[config.mk]
export PLATFORM = sky130hd
export DESIGN_NAME = psvb_ctrl
export DESIGN_NICKNAME = d
export VERILOG_FILES = /design/src/design/psvb_pkg.sv /design/src/design/psvb_ctrl.sv
export SDC_FILE = /design/constraint.sdc
export NUM_CORES = 1
export LEC_CHECK = 0
export ABC_AREA = 0
export BUFFER_PORTS_ARGS = -buffer_cell sky130_fd_sc_hd__buf_2
export CAP_MARGIN = 40
export CORE_AREA = 8 8 45 47
export DETAILED_ROUTE_END_ITERATION = 10
export DIE_AREA = 0 0 53 55
export HOLD_SLACK_MARGIN = 0.15
export PLACE_DENSITY = 0.71
export SLEW_MARGIN = 20
export SYNTH_ARGS = -nofsm -noshare
export SYNTH_HDL_FRONTEND = slang
export SYNTH_SLANG_ARGS = --single-unit
[constraint.sdc]
create_clock -name clk -period 1.7 [get_ports clk]
set_input_delay 0.255 -clock clk [delete_from_list [all_inputs] [get_ports clk]]
set_output_delay 0.255 -clock clk [all_outputs]
set_load 0.02 [all_outputs]
[src/design/psvb_pkg.sv]
// Shared types, constants and elaboration-time tables for the sine voice bank.
// Holds the tuning table and the quarter-wave sine table builders; depends on nothing.
package psvb_pkg;

  localparam int NUM_VOICES       = 128;
  localparam int SINE_TABLE_DEPTH = 1024;

  localparam int ADDR_W     = (NUM_VOICES > 1) ? $clog2(NUM_VOICES) : 1;
  localparam int SINE_IDX_W = $clog2(SINE_TABLE_DEPTH + 1);
  localparam int PHASE_W    = 32;
  localparam int LEVEL_W    = 16;
  localparam int VEL_W      = 7;
  localparam int NOTE_W     = 7;
  localparam int PPH_W      = 17;
  localparam int FREQ_W     = 30;
  localparam int SINE_W     = 15;
  localparam int PROD_W     = SINE_W + LEVEL_W;
  localparam int SAMPLE_W   = 23;
  localparam int CFG_IDX_W  = 2;
  localparam int CFG_DATA_W = 17;

  localparam logic [CFG_IDX_W-1:0] CFG_PHASE_PER_HZ = CFG_IDX_W'(0);
  localparam logic [CFG_IDX_W-1:0] CFG_TARGET_LEVEL = CFG_IDX_W'(1);
  localparam logic [CFG_IDX_W-1:0] CFG_RAMP_STEP    = CFG_IDX_W'(2);

  localparam logic CMD_KEY  = 1'b0;
  localparam logic CMD_TICK = 1'b1;

  localparam logic [PPH_W-1:0]   PPH_RESET    = PPH_W'(97392);
  localparam logic [LEVEL_W-1:0] TARGET_RESET = LEVEL_W'(6554);
  localparam logic [LEVEL_W-1:0] STEP_RESET   = LEVEL_W'(33);

  localparam longint unsigned HALF_PI_Q30 = 64'd1686629713;
  localparam longint unsigned ONE_Q30     = 64'd1073741824;

  typedef logic [FREQ_W-1:0] freq_tab_t [NUM_VOICES];
  typedef logic [SINE_W-1:0] sine_tab_t [SINE_TABLE_DEPTH + 1];

  typedef enum logic [1:0] {
    SEQ_IDLE,
    SEQ_RUN,
    SEQ_DRAIN,
    SEQ_DONE
  } seq_state_t;

  typedef struct packed {
    logic              issue;
    logic [ADDR_W-1:0] addr;
    logic              clear;
  } seq_ctl_t;

  typedef struct packed {
    logic [PHASE_W-1:0] phase;
    logic [LEVEL_W-1:0] level;
    logic [VEL_W-1:0]   vel;
  } voice_rd_t;

  typedef struct packed {
    logic               en;
    logic [ADDR_W-1:0]  addr;
    logic [PHASE_W-1:0] phase;
    logic [LEVEL_W-1:0] level;
  } voice_wr_t;

  function automatic logic [31:0] top_octave(input int unsigned pc);
    logic [31:0] f;
    case (pc)
      0:       f = 32'd435478539;
      1:       f = 32'd461373440;
      2:       f = 32'd488808132;
      3:       f = 32'd517874176;
      4:       f = 32'd548668578;
      5:       f = 32'd581294109;
      6:       f = 32'd615859655;
      7:       f = 32'd652480576;
      8:       f = 32'd691279090;
      9:       f = 32'd732384684;
      10:      f = 32'd775934544;
      11:      f = 32'd822074013;
      default: f = 32'd0;
    endcase
    return f;
  endfunction

  function automatic freq_tab_t note_pitch_table();
    freq_tab_t   t;
    int unsigned pc;
    int unsigned oct;
    for (int n = 0; n < NUM_VOICES; n++) begin
      pc   = (n + 4) % 12;
      oct  = (127 - n) / 12;
      t[n] = FREQ_W'(top_octave(pc) >> oct);
    end
    return t;
  endfunction

  function automatic logic [SINE_W-1:0] sine_entry(input longint unsigned i);
    longint unsigned x;
    longint unsigned x2;
    longint unsigned term;
    longint unsigned r;
    longint          s;
    x    = (HALF_PI_Q30 * i) / SINE_TABLE_DEPTH;
    x2   = (x * x) >> 30;
    s    = longint'(x);
    term = ((x * x2) >> 30) / 64'd6;
    s    = s - longint'(term);
    term = ((term * x2) >> 30) / 64'd20;
    s    = s + longint'(term);
    term = ((term * x2) >> 30) / 64'd42;
    s    = s - longint'(term);
    term = ((term * x2) >> 30) / 64'd72;
    s    = s + longint'(term);
    term = ((term * x2) >> 30) / 64'd110;
    s    = s - longint'(term);
    if (s < 0) begin
      s = 0;
    end
    if (longint'(ONE_Q30) < s) begin
      s = longint'(ONE_Q30);
    end
    r = (longint'(s) * 64'd32767 + (ONE_Q30 >> 1)) >> 30;
    return r[SINE_W-1:0];
  endfunction

  function automatic sine_tab_t sine_table();
    sine_tab_t t;
    for (int i = 0; i <= SINE_TABLE_DEPTH; i++) begin
      t[i] = sine_entry(longint'(i));
    end
    return t;
  endfunction

endpackage

[src/design/psvb_ctrl.sv]
// Tick sequencer: walks the voice addresses once per tick, waits for the pipe to drain
// and hands the sum to the output register. Uses psvb_pkg.
module psvb_ctrl (
  input  logic               clk,
  input  logic               rst,
  input  logic               tick,
  input  logic               pipe_empty,
  input  logic               out_free,
  output psvb_pkg::seq_ctl_t ctl,
  output logic               load_out,
  output logic               busy
);

  psvb_pkg::seq_state_t        state;
  psvb_pkg::seq_state_t        state_next;
  logic [psvb_pkg::ADDR_W-1:0] cnt;
  logic [psvb_pkg::ADDR_W-1:0] cnt_next;
  logic                        last;

  assign last = (cnt == psvb_pkg::ADDR_W'(psvb_pkg::NUM_VOICES - 1));

  always_comb begin
    state_next = state;
    cnt_next   = cnt;
    case (state)
      psvb_pkg::SEQ_IDLE: begin
        cnt_next = '0;
        if (tick) begin
          state_next = psvb_pkg::SEQ_RUN;
        end
      end
      psvb_pkg::SEQ_RUN: begin
        if (last) begin
          state_next = psvb_pkg::SEQ_DRAIN;
        end else begin
          cnt_next = cnt + 1'b1;
        end
      end
      psvb_pkg::SEQ_DRAIN: begin
        if (pipe_empty) begin
          state_next = psvb_pkg::SEQ_DONE;
        end
      end
      psvb_pkg::SEQ_DONE: begin
        if (out_free) begin
          state_next = psvb_pkg::SEQ_IDLE;
        end
      end
      default: begin
        state_next = psvb_pkg::SEQ_IDLE;
      end
    endcase
  end

  always_comb begin
    ctl.issue = 1'b0;
    ctl.addr  = cnt;
    ctl.clear = 1'b0;
    load_out  = 1'b0;
    busy      = 1'b1;
    case (state)
      psvb_pkg::SEQ_IDLE: begin
        busy      = 1'b0;
        ctl.clear = tick;
      end
      psvb_pkg::SEQ_RUN: begin
        ctl.issue = 1'b1;
      end
      psvb_pkg::SEQ_DRAIN: begin
      end
      psvb_pkg::SEQ_DONE: begin
        load_out = out_free;
      end
      default: begin
      end
    endcase
  end

  always_ff @(posedge clk) begin
    if (rst) begin
      state <= psvb_pkg::SEQ_IDLE;
      cnt   <= '0;
    end else begin
      state <= state_next;
      cnt   <= cnt_next;
    end
  end

endmodule

* Yosys cells after proc, flatten, opt, wreduce, memory -nomap -nowiden
Cells that the tools add are included.
** Operators by class
- $add $sub $neg :: 1
- Equality and inequality tests :: 9
- Mux-type cells :: 11
- Reductions and logical operators :: 4
** Operators with widths (number)
- $pmux W7 S2 :: 1
- $ne A2 B2 Y1 const B :: 5
- $mux W2 :: 4
- $pmux W2 S4 :: 1
- $add A7 B1 Y7 const B :: 1
- $eq A7 B7 Y1 const B :: 1
- $mux W7 :: 1
- $eq A2 B2 Y1 const B :: 2
- $mux W1 :: 4
- $reduce_and A4 Y1 :: 1
- $eq A2 B1 Y1 const B :: 1
- $logic_not A2 Y1 :: 1
- $reduce_and A2 Y1 :: 1
- $reduce_bool A2 Y1 :: 1
** Word-level totals
- Register bits :: 9
- Input bits :: 5
- Word-level logic and storage cells :: 27

* Logic depth before layout (Yosys ltp)
Gate-level depths: netlist (run 1).
- Depth in word-level cells :: 3
- Mapped depth :: 7
- Gate-level depth less buffers :: 6

* Least setup slack after synthesis (run 1)
No wires, ideal clock.
- Path type :: reg-to-reg
- Start :: register state[1]
- End :: register cnt[5] (netlist bit)
- Arrival :: 1.626 ns
- Required time :: 1.585 ns
- Path slack :: -0.042 ns
- Stages on the path, launching flop included :: 8
- Period minus slack after synthesis :: 1.742 ns
- Cell sequence :: dfxtp_1 inv_1 ha_1 buf_4 nand2_1 or4_1 a31oi_1 nor2_1
** On the way
- Word-level cells in the longest chain between the ends :: 3
** Ends and longest elaborated chain
- start, declared :: line psvb_ctrl.sv:14 : psvb_pkg::seq_state_t state;
- start signal, assigned :: line psvb_ctrl.sv:81 : state <= psvb_pkg::SEQ_IDLE;
- start signal, assigned :: line psvb_ctrl.sv:84 : state <= state_next;
- $eq A2 B1 Y1 or $logic_not A2 Y1 (tied branches) :: line psvb_ctrl.sv:25 : case (state)
- $ne A2 B2 Y1 (no line) or $reduce_bool A2 Y1 (tied branches)
- $reduce_and A2 Y1 (no line)
- end signal, assigned :: line psvb_ctrl.sv:85 : cnt <= cnt_next;
- end, declared :: line psvb_ctrl.sv:16 : logic [psvb_pkg::ADDR_W-1:0] cnt;
Several ways; a longest one is shown, not always the timed one.
A chain may end at the register's enable or synchronous reset.

* Worst setup path after layout (run 1)
- Start :: register cnt[0] (netlist bit)
- End :: register cnt[5] (netlist bit)
** On the way
- Word-level cells in the longest chain between the ends :: 3
** Ends and longest elaborated chain (line)
- $add A7 B1 Y7 or $eq A7 B7 Y1 (tied branches) :: psvb_ctrl.sv:36, psvb_ctrl.sv:20
- $mux W7 or $ne A2 B2 Y1 (tied branches)
- $pmux W7 S2 or $reduce_and A2 Y1 (tied branches)
Several ways; a longest one is shown, not always the timed one. The select of a mux whose other input is x is not followed.

==> out/metrics.yaml, run 1 <==
status:
  outcome: "finished, final reports clean"
sta:
  layout_min_cycle_time_ps: 1600
  slew_headroom_pct: 69.8
  finalSetupTns_ps: 0
  slew_viol_final: 0
  worst_slack_ps: 103
  rsz0062_at_grt: "no"
  fin_worst_skew_ps: 1.22
  setup_viol: 0
  worst_pin_slew_ps: 452
  max_freq_ghz: 0.626
  hold_viol: 0
  post-route-period-util_pct: 93.9
synthesis:
  synthesis.area_sq_um: 541
  avgSynthCellArea_sq_um: 8.19
  syn_nets: 77
  ys_seq_area_share_pct: 33.3
  syn_inst: 66
  yosys.area.top_type_share_pct: 33.3
  ys_seq_elements: 9
  yosys_warnings: 0
  ys_types: 24
  synth_area_leaders: "dfxtp_1, ha_1, inv_1, nand2_1, o211ai_1"
  synth_top_area_cell: "dfxtp_1"
pwr:
  clkPwrFrac_pct: 19.4
  p_total_mw: 0.915
  intPower_mw: 0.510
  peakVddDrop_mv: 0.601
  p_leak_nw: 0.321
  power.density_nw_per_um2: 1330
  p_sw_share_pct: 44.3
  pwr-share-comb_pct: 49.4
  p_seq_share_pct: 31.1
  p_switching_mw: 0.405
setup_path:
  r2r_cells: 5
  startpoint_type: "flop"
  critPathKind: "flop to flop"
  required_ps: 1870
  cp.arrival_ps: 1760
  crit_path_end_kind: "flop"
  path_max_fanout: 6
floorplan:
  die_h_um: 55
  die_w_um: 53
  pin_count: 16
  core-area_sq_um: 1380
  start_util_pct: 39.1
  rows: 14
  die_area_sq_um: 2920
routing:
  routedWlPerCell_um: 13.3
  drc: 0
  drt-initial-drc-count: 11
  ant_nets: 0
  wl_um: 1380
  firstDrtPassIters: 4
  via_count: 579
  via_per_inst: 5.57
cts:
  htreeDepth: 1
  clk_latency_ps: 270
  cts_inserted_buffers: 3
  clockBufferDepth: 2
  clkTransAtPathRegs_ps: 70
  cts_tree: "done"
  cts_resized: 0
  post-cts-setup-buffers: 0
  cts_hold_buf: 0
  root_buffer: "clkbuf_4"
  cts_sinks: 9
place:
  dp_hpwl_um: 1050
  preCtsSetupSlack_ps: 130
  port_buffers: 15
  routabilityCongestion: 0.838
  post-place-cells: 100
cells_and_area:
  fin_nets: 100
  layout-drive-gt1-share_pct: 29.5
  layout_commonest_cell: "buf_2"
  instances_no_fill: 104
  syn_to_final_growth_pct: 27.1
  final_cell_mix: "buf_2, dfxtp_1, inv_1"
  finalCoreUtilization_pct: 49.6
  antenna_cells: 0
grt:
  grt_max_degree: 10
  grt_use_total_pct: 10.4
  antenna_found_initial: 0
  grt_pass1_vias: 542
  overflow: 0
  grt_pass1_wl_um: 2280
job:
  maxCapViolations: 0
worst_hold_path:
  hold_depth: 2
  hp-class: "input pin to flop"
==> per-layer routing <==
metal | routed length (um) | GRT usage (%)
met1 | 581 | 11.4
met2 | 662 | 16.6
met3 | 97 | 2.41
met4 | 38 | 9.05
met5 | 0 | 0
==> cell type report <==
class	count	area, sq um
tap	16	20.0
inverter	7	26.3
clock buffer	4	26.3
sequential	9	180
multi-input combinational	49	329
timing repair buffer	19	105
fill	138	697
==> flip-flops by register name, indices dropped and copies added (netlist names) <==
| name | count |
|---|---|
| state | 2 |
| cnt | 7 |
==> synth_stat cells <==
library cell and n:
nor3b_1 1, o211ai_1 3, and2_1 2, nor2_1 5
a222oi_1 1, nand4_1 3, buf_4 1, nor4_1 1
inv_1 7, a32oi_1 1, mux2i_1 1, a21oi_1 4
or4_1 1, or2_2 1, ha_1 6, nand2_2 1
nand3_1 4, a31oi_1 3, o21ai_0 2, dfxtp_1 9
o31ai_1 1, and4_4 1, nand2b_1 1, nand2_1 6
==> path summary, 6_finish.rpt <==
path	to	startpoint	slack (ps)
worst max-delay path	cnt[5]	cnt[0]	100
worst min-delay path	cnt[3]	rst	220
worst max register to register	cnt[5]	cnt[0]	100
worst min register to register	state[1]	state[1]	510
==> worst max-delay path: stages (launching register included) <==
cell	delay, ps
dfxtp_1	360
ha_1	240
and4_4	210
or4_1	450
a31oi_1	170
nor2_1	60
==> cell families (layout without fill, tap and decap cells) <==
logic type      Yosys count  after routing  share of synthesized area (%)
compound gates           15             15                           18.1
fa+ha+maj                 6              6                           13.9
buf+inv                   8             30                           6.25
flops                     9              9                           33.3
mux                       1              1                           1.85
simple gates             27             27                           26.6
==> power groups by stage <==
stage	Clock [mW]	Sequential (mW)	Combinational (mW)
3_3_place_gp	0	0.284	0.448
5_1_grt	0.187	0.290	0.513
3_5_place_dp	0	0.290	0.455
2_1_floorplan	0	0.295	0.314
4_1_cts	0.181	0.285	0.456
6_report	0.178	0.285	0.452
==> metrics by stage <==
step / hold slack [ps] / area, sq um
floorplan: 324 / 543
global placement: 490 / 661
detailed placement: 505 / 661
CTS: 221 / 687
global route: 237 / 687
finish: 221 / 687
No activity file was read; power rests on OpenSTA's default activity.
==> inputs of run 2 (changes only) <==
GPL_TIMING_DRIVEN = 0   (was not set)
==> run 2 against run 1 <==
Cell count fell by 2.9%. Clock power is 7% lower. Routed wire length shrank 3.8%. Combinational power is 2% higher. Sequential share of layout area grew 0.23 points. Critical endpoint unchanged. Register-to-register slack about the same. Clock-buffer cell count did not move. Die area is the same. Sequential power is 5% higher. Global-route usage fell by 1.1 points. Worst hold slack better by 31 ps. Highest routed layer is now met3.
==> out/metrics.yaml, run 2 (synthesis results as in run 1) <==
cells_and_area:
  syn_to_final_growth_pct: 26.9
  layout_commonest_cell: "buf_2"
  multi_input_area_sq_um: 345
  final-seq-area_sq_um: 181
  top_register: "cnt"
  antenna_cells: 0
  largest_reg_flops: 7
  n_fill_cell: 138
  layout-drive-gt1-share_pct: 31.8
  fin_nets: 97
  instances_no_fill: 101
  reg_top3: "cnt: 7 flops, state: 2 flops"
  fin_area_sq_um: 686
  final_cell_mix: "buf_2, dfxtp_1, inv_1, nand2_1, nor2_1"
status:
  outcome: "finished, final reports clean"
sta:
  setup_viol: 0
  worst_slack_ps: 103
  fin_worst_skew_ps: 2.24
  slew_viol_final: 0
  max_freq_ghz: 0.626
  layout_min_cycle_time_ps: 1600
  post-route-period-util_pct: 93.9
  worst_pin_slew_ps: 448
  hold_viol: 0
  slew_headroom_pct: 70.2
  hold_slack_ps: 252
grt:
  grt_pass1_vias: 497
  grt_use_total_pct: 9.32
  antenna_found_initial: 0
  overflow: 0
  grt_max_degree: 10
  grt_pass1_wl_um: 2120
place:
  port_buffers: 15
  routabilityCongestion: 0.780
  post-place-cells: 97
  place_area_sq_um: 638
  preCtsSetupSlack_ps: -25.1
  dp_hpwl_um: 948
cts:
  cts_hold_buf: 0
  cts_sinks: 9
  clk_latency_ps: 260
  root_buffer: "clkbuf_4"
  clkTransAtPathRegs_ps: 60
  htreeDepth: 1
  cts_inserted_buffers: 3
  cts_tree: "done"
  clockBufferDepth: 2
floorplan:
  die_area_sq_um: 2920
  core-area_sq_um: 1380
  rows: 14
  die_w_um: 53
  start_util_pct: 39.1
  pin_count: 16
  die_h_um: 55
setup_path:
  path_cells: "inv_2 -> ha_4 -> buf_6 -> nand2_1 -> or4_4 -> a31oi_1 -> nor2_1"
  slowest_delay_ps: 510
  path_delay_family: "simple AND/OR/NAND/NOR gates"
  critPathKind: "flop to flop"
  cp_slowest_cell: "or4_4"
  path_max_fanout: 9
  crit_path_end_kind: "flop"
  cp.arrival_ps: 1750
  startpoint_type: "flop"
  required_ps: 1850
  cp_num_buf_inv: 2
routing:
  drc: 0
  ant_nets: 0
  drt-initial-drc-count: 16
  via_per_inst: 5.40
  routedWlPerCell_um: 13.1
  firstDrtPassIters: 5
  wl_um: 1330
  via_count: 545
pwr:
  p_leak_nw: 0.308
  peakVddDrop_mv: 0.736
  power.density_nw_per_um2: 1350
worst_hold_path:
  hp-class: "input pin to flop"
job:
  maxCapViolations: 0
-- run 2: area by class of cell --
class	instances	share of cell area, %
buffer	1	1.64
inverter	7	3.83
timing repair buffer	15	10.9
clock buffer	4	3.83
sequential	9	26.5
tap	16	2.92
multi-input combinational	49	50.4
-- run 2: worst paths after layout --
kind,startpoint,endpoint,slack (ps),cells past startpoint
worst min-delay path,rst,cnt[3],250,2
worst max register to register,state[1],cnt[5],100,7
worst max-delay path,state[1],cnt[5],100,7
worst min register to register,state[1],state[1],500,2
-- run 2: stage by stage --
stage / power (mW) / util, % / TNS, ps
CTS: 0.891 / 48.0 / 0
global placement: 0.712 / 46.1 / 0
floorplan: 0.609 / - / 0
global route: 0.976 / 49.5 / -0.718
finish: 0.923 / 49.5 / 0
detailed placement: 0.721 / 46.1 / -25.1
-- run 2: routing by layer --
layer,up-vias,routed length [um],global-route usage (%)
met2,10,621,14.8
met4,0,0,3.88
met1,258,653,12.1
met3,0,51,1.60
li1,277,-,-
met5,-,0,0
-- run 2: timing repair --
| item | CTS | global route |
|---|---|---|
| setup buffers | 0 | 0 |
| pin swaps | 0 | 1 |
| gates resized for setup | 2 | 5 |
| setup endpoints to repair | 3 | 4 |
-- run 2: where the power goes --
part           total [mW]  switching [mW]  internal [mW]  leakage, nW
logic               0.459           0.285          0.174        0.219
registers           0.298          0.0501          0.248       0.0735
clock network       0.166          0.0760         0.0905       0.0150
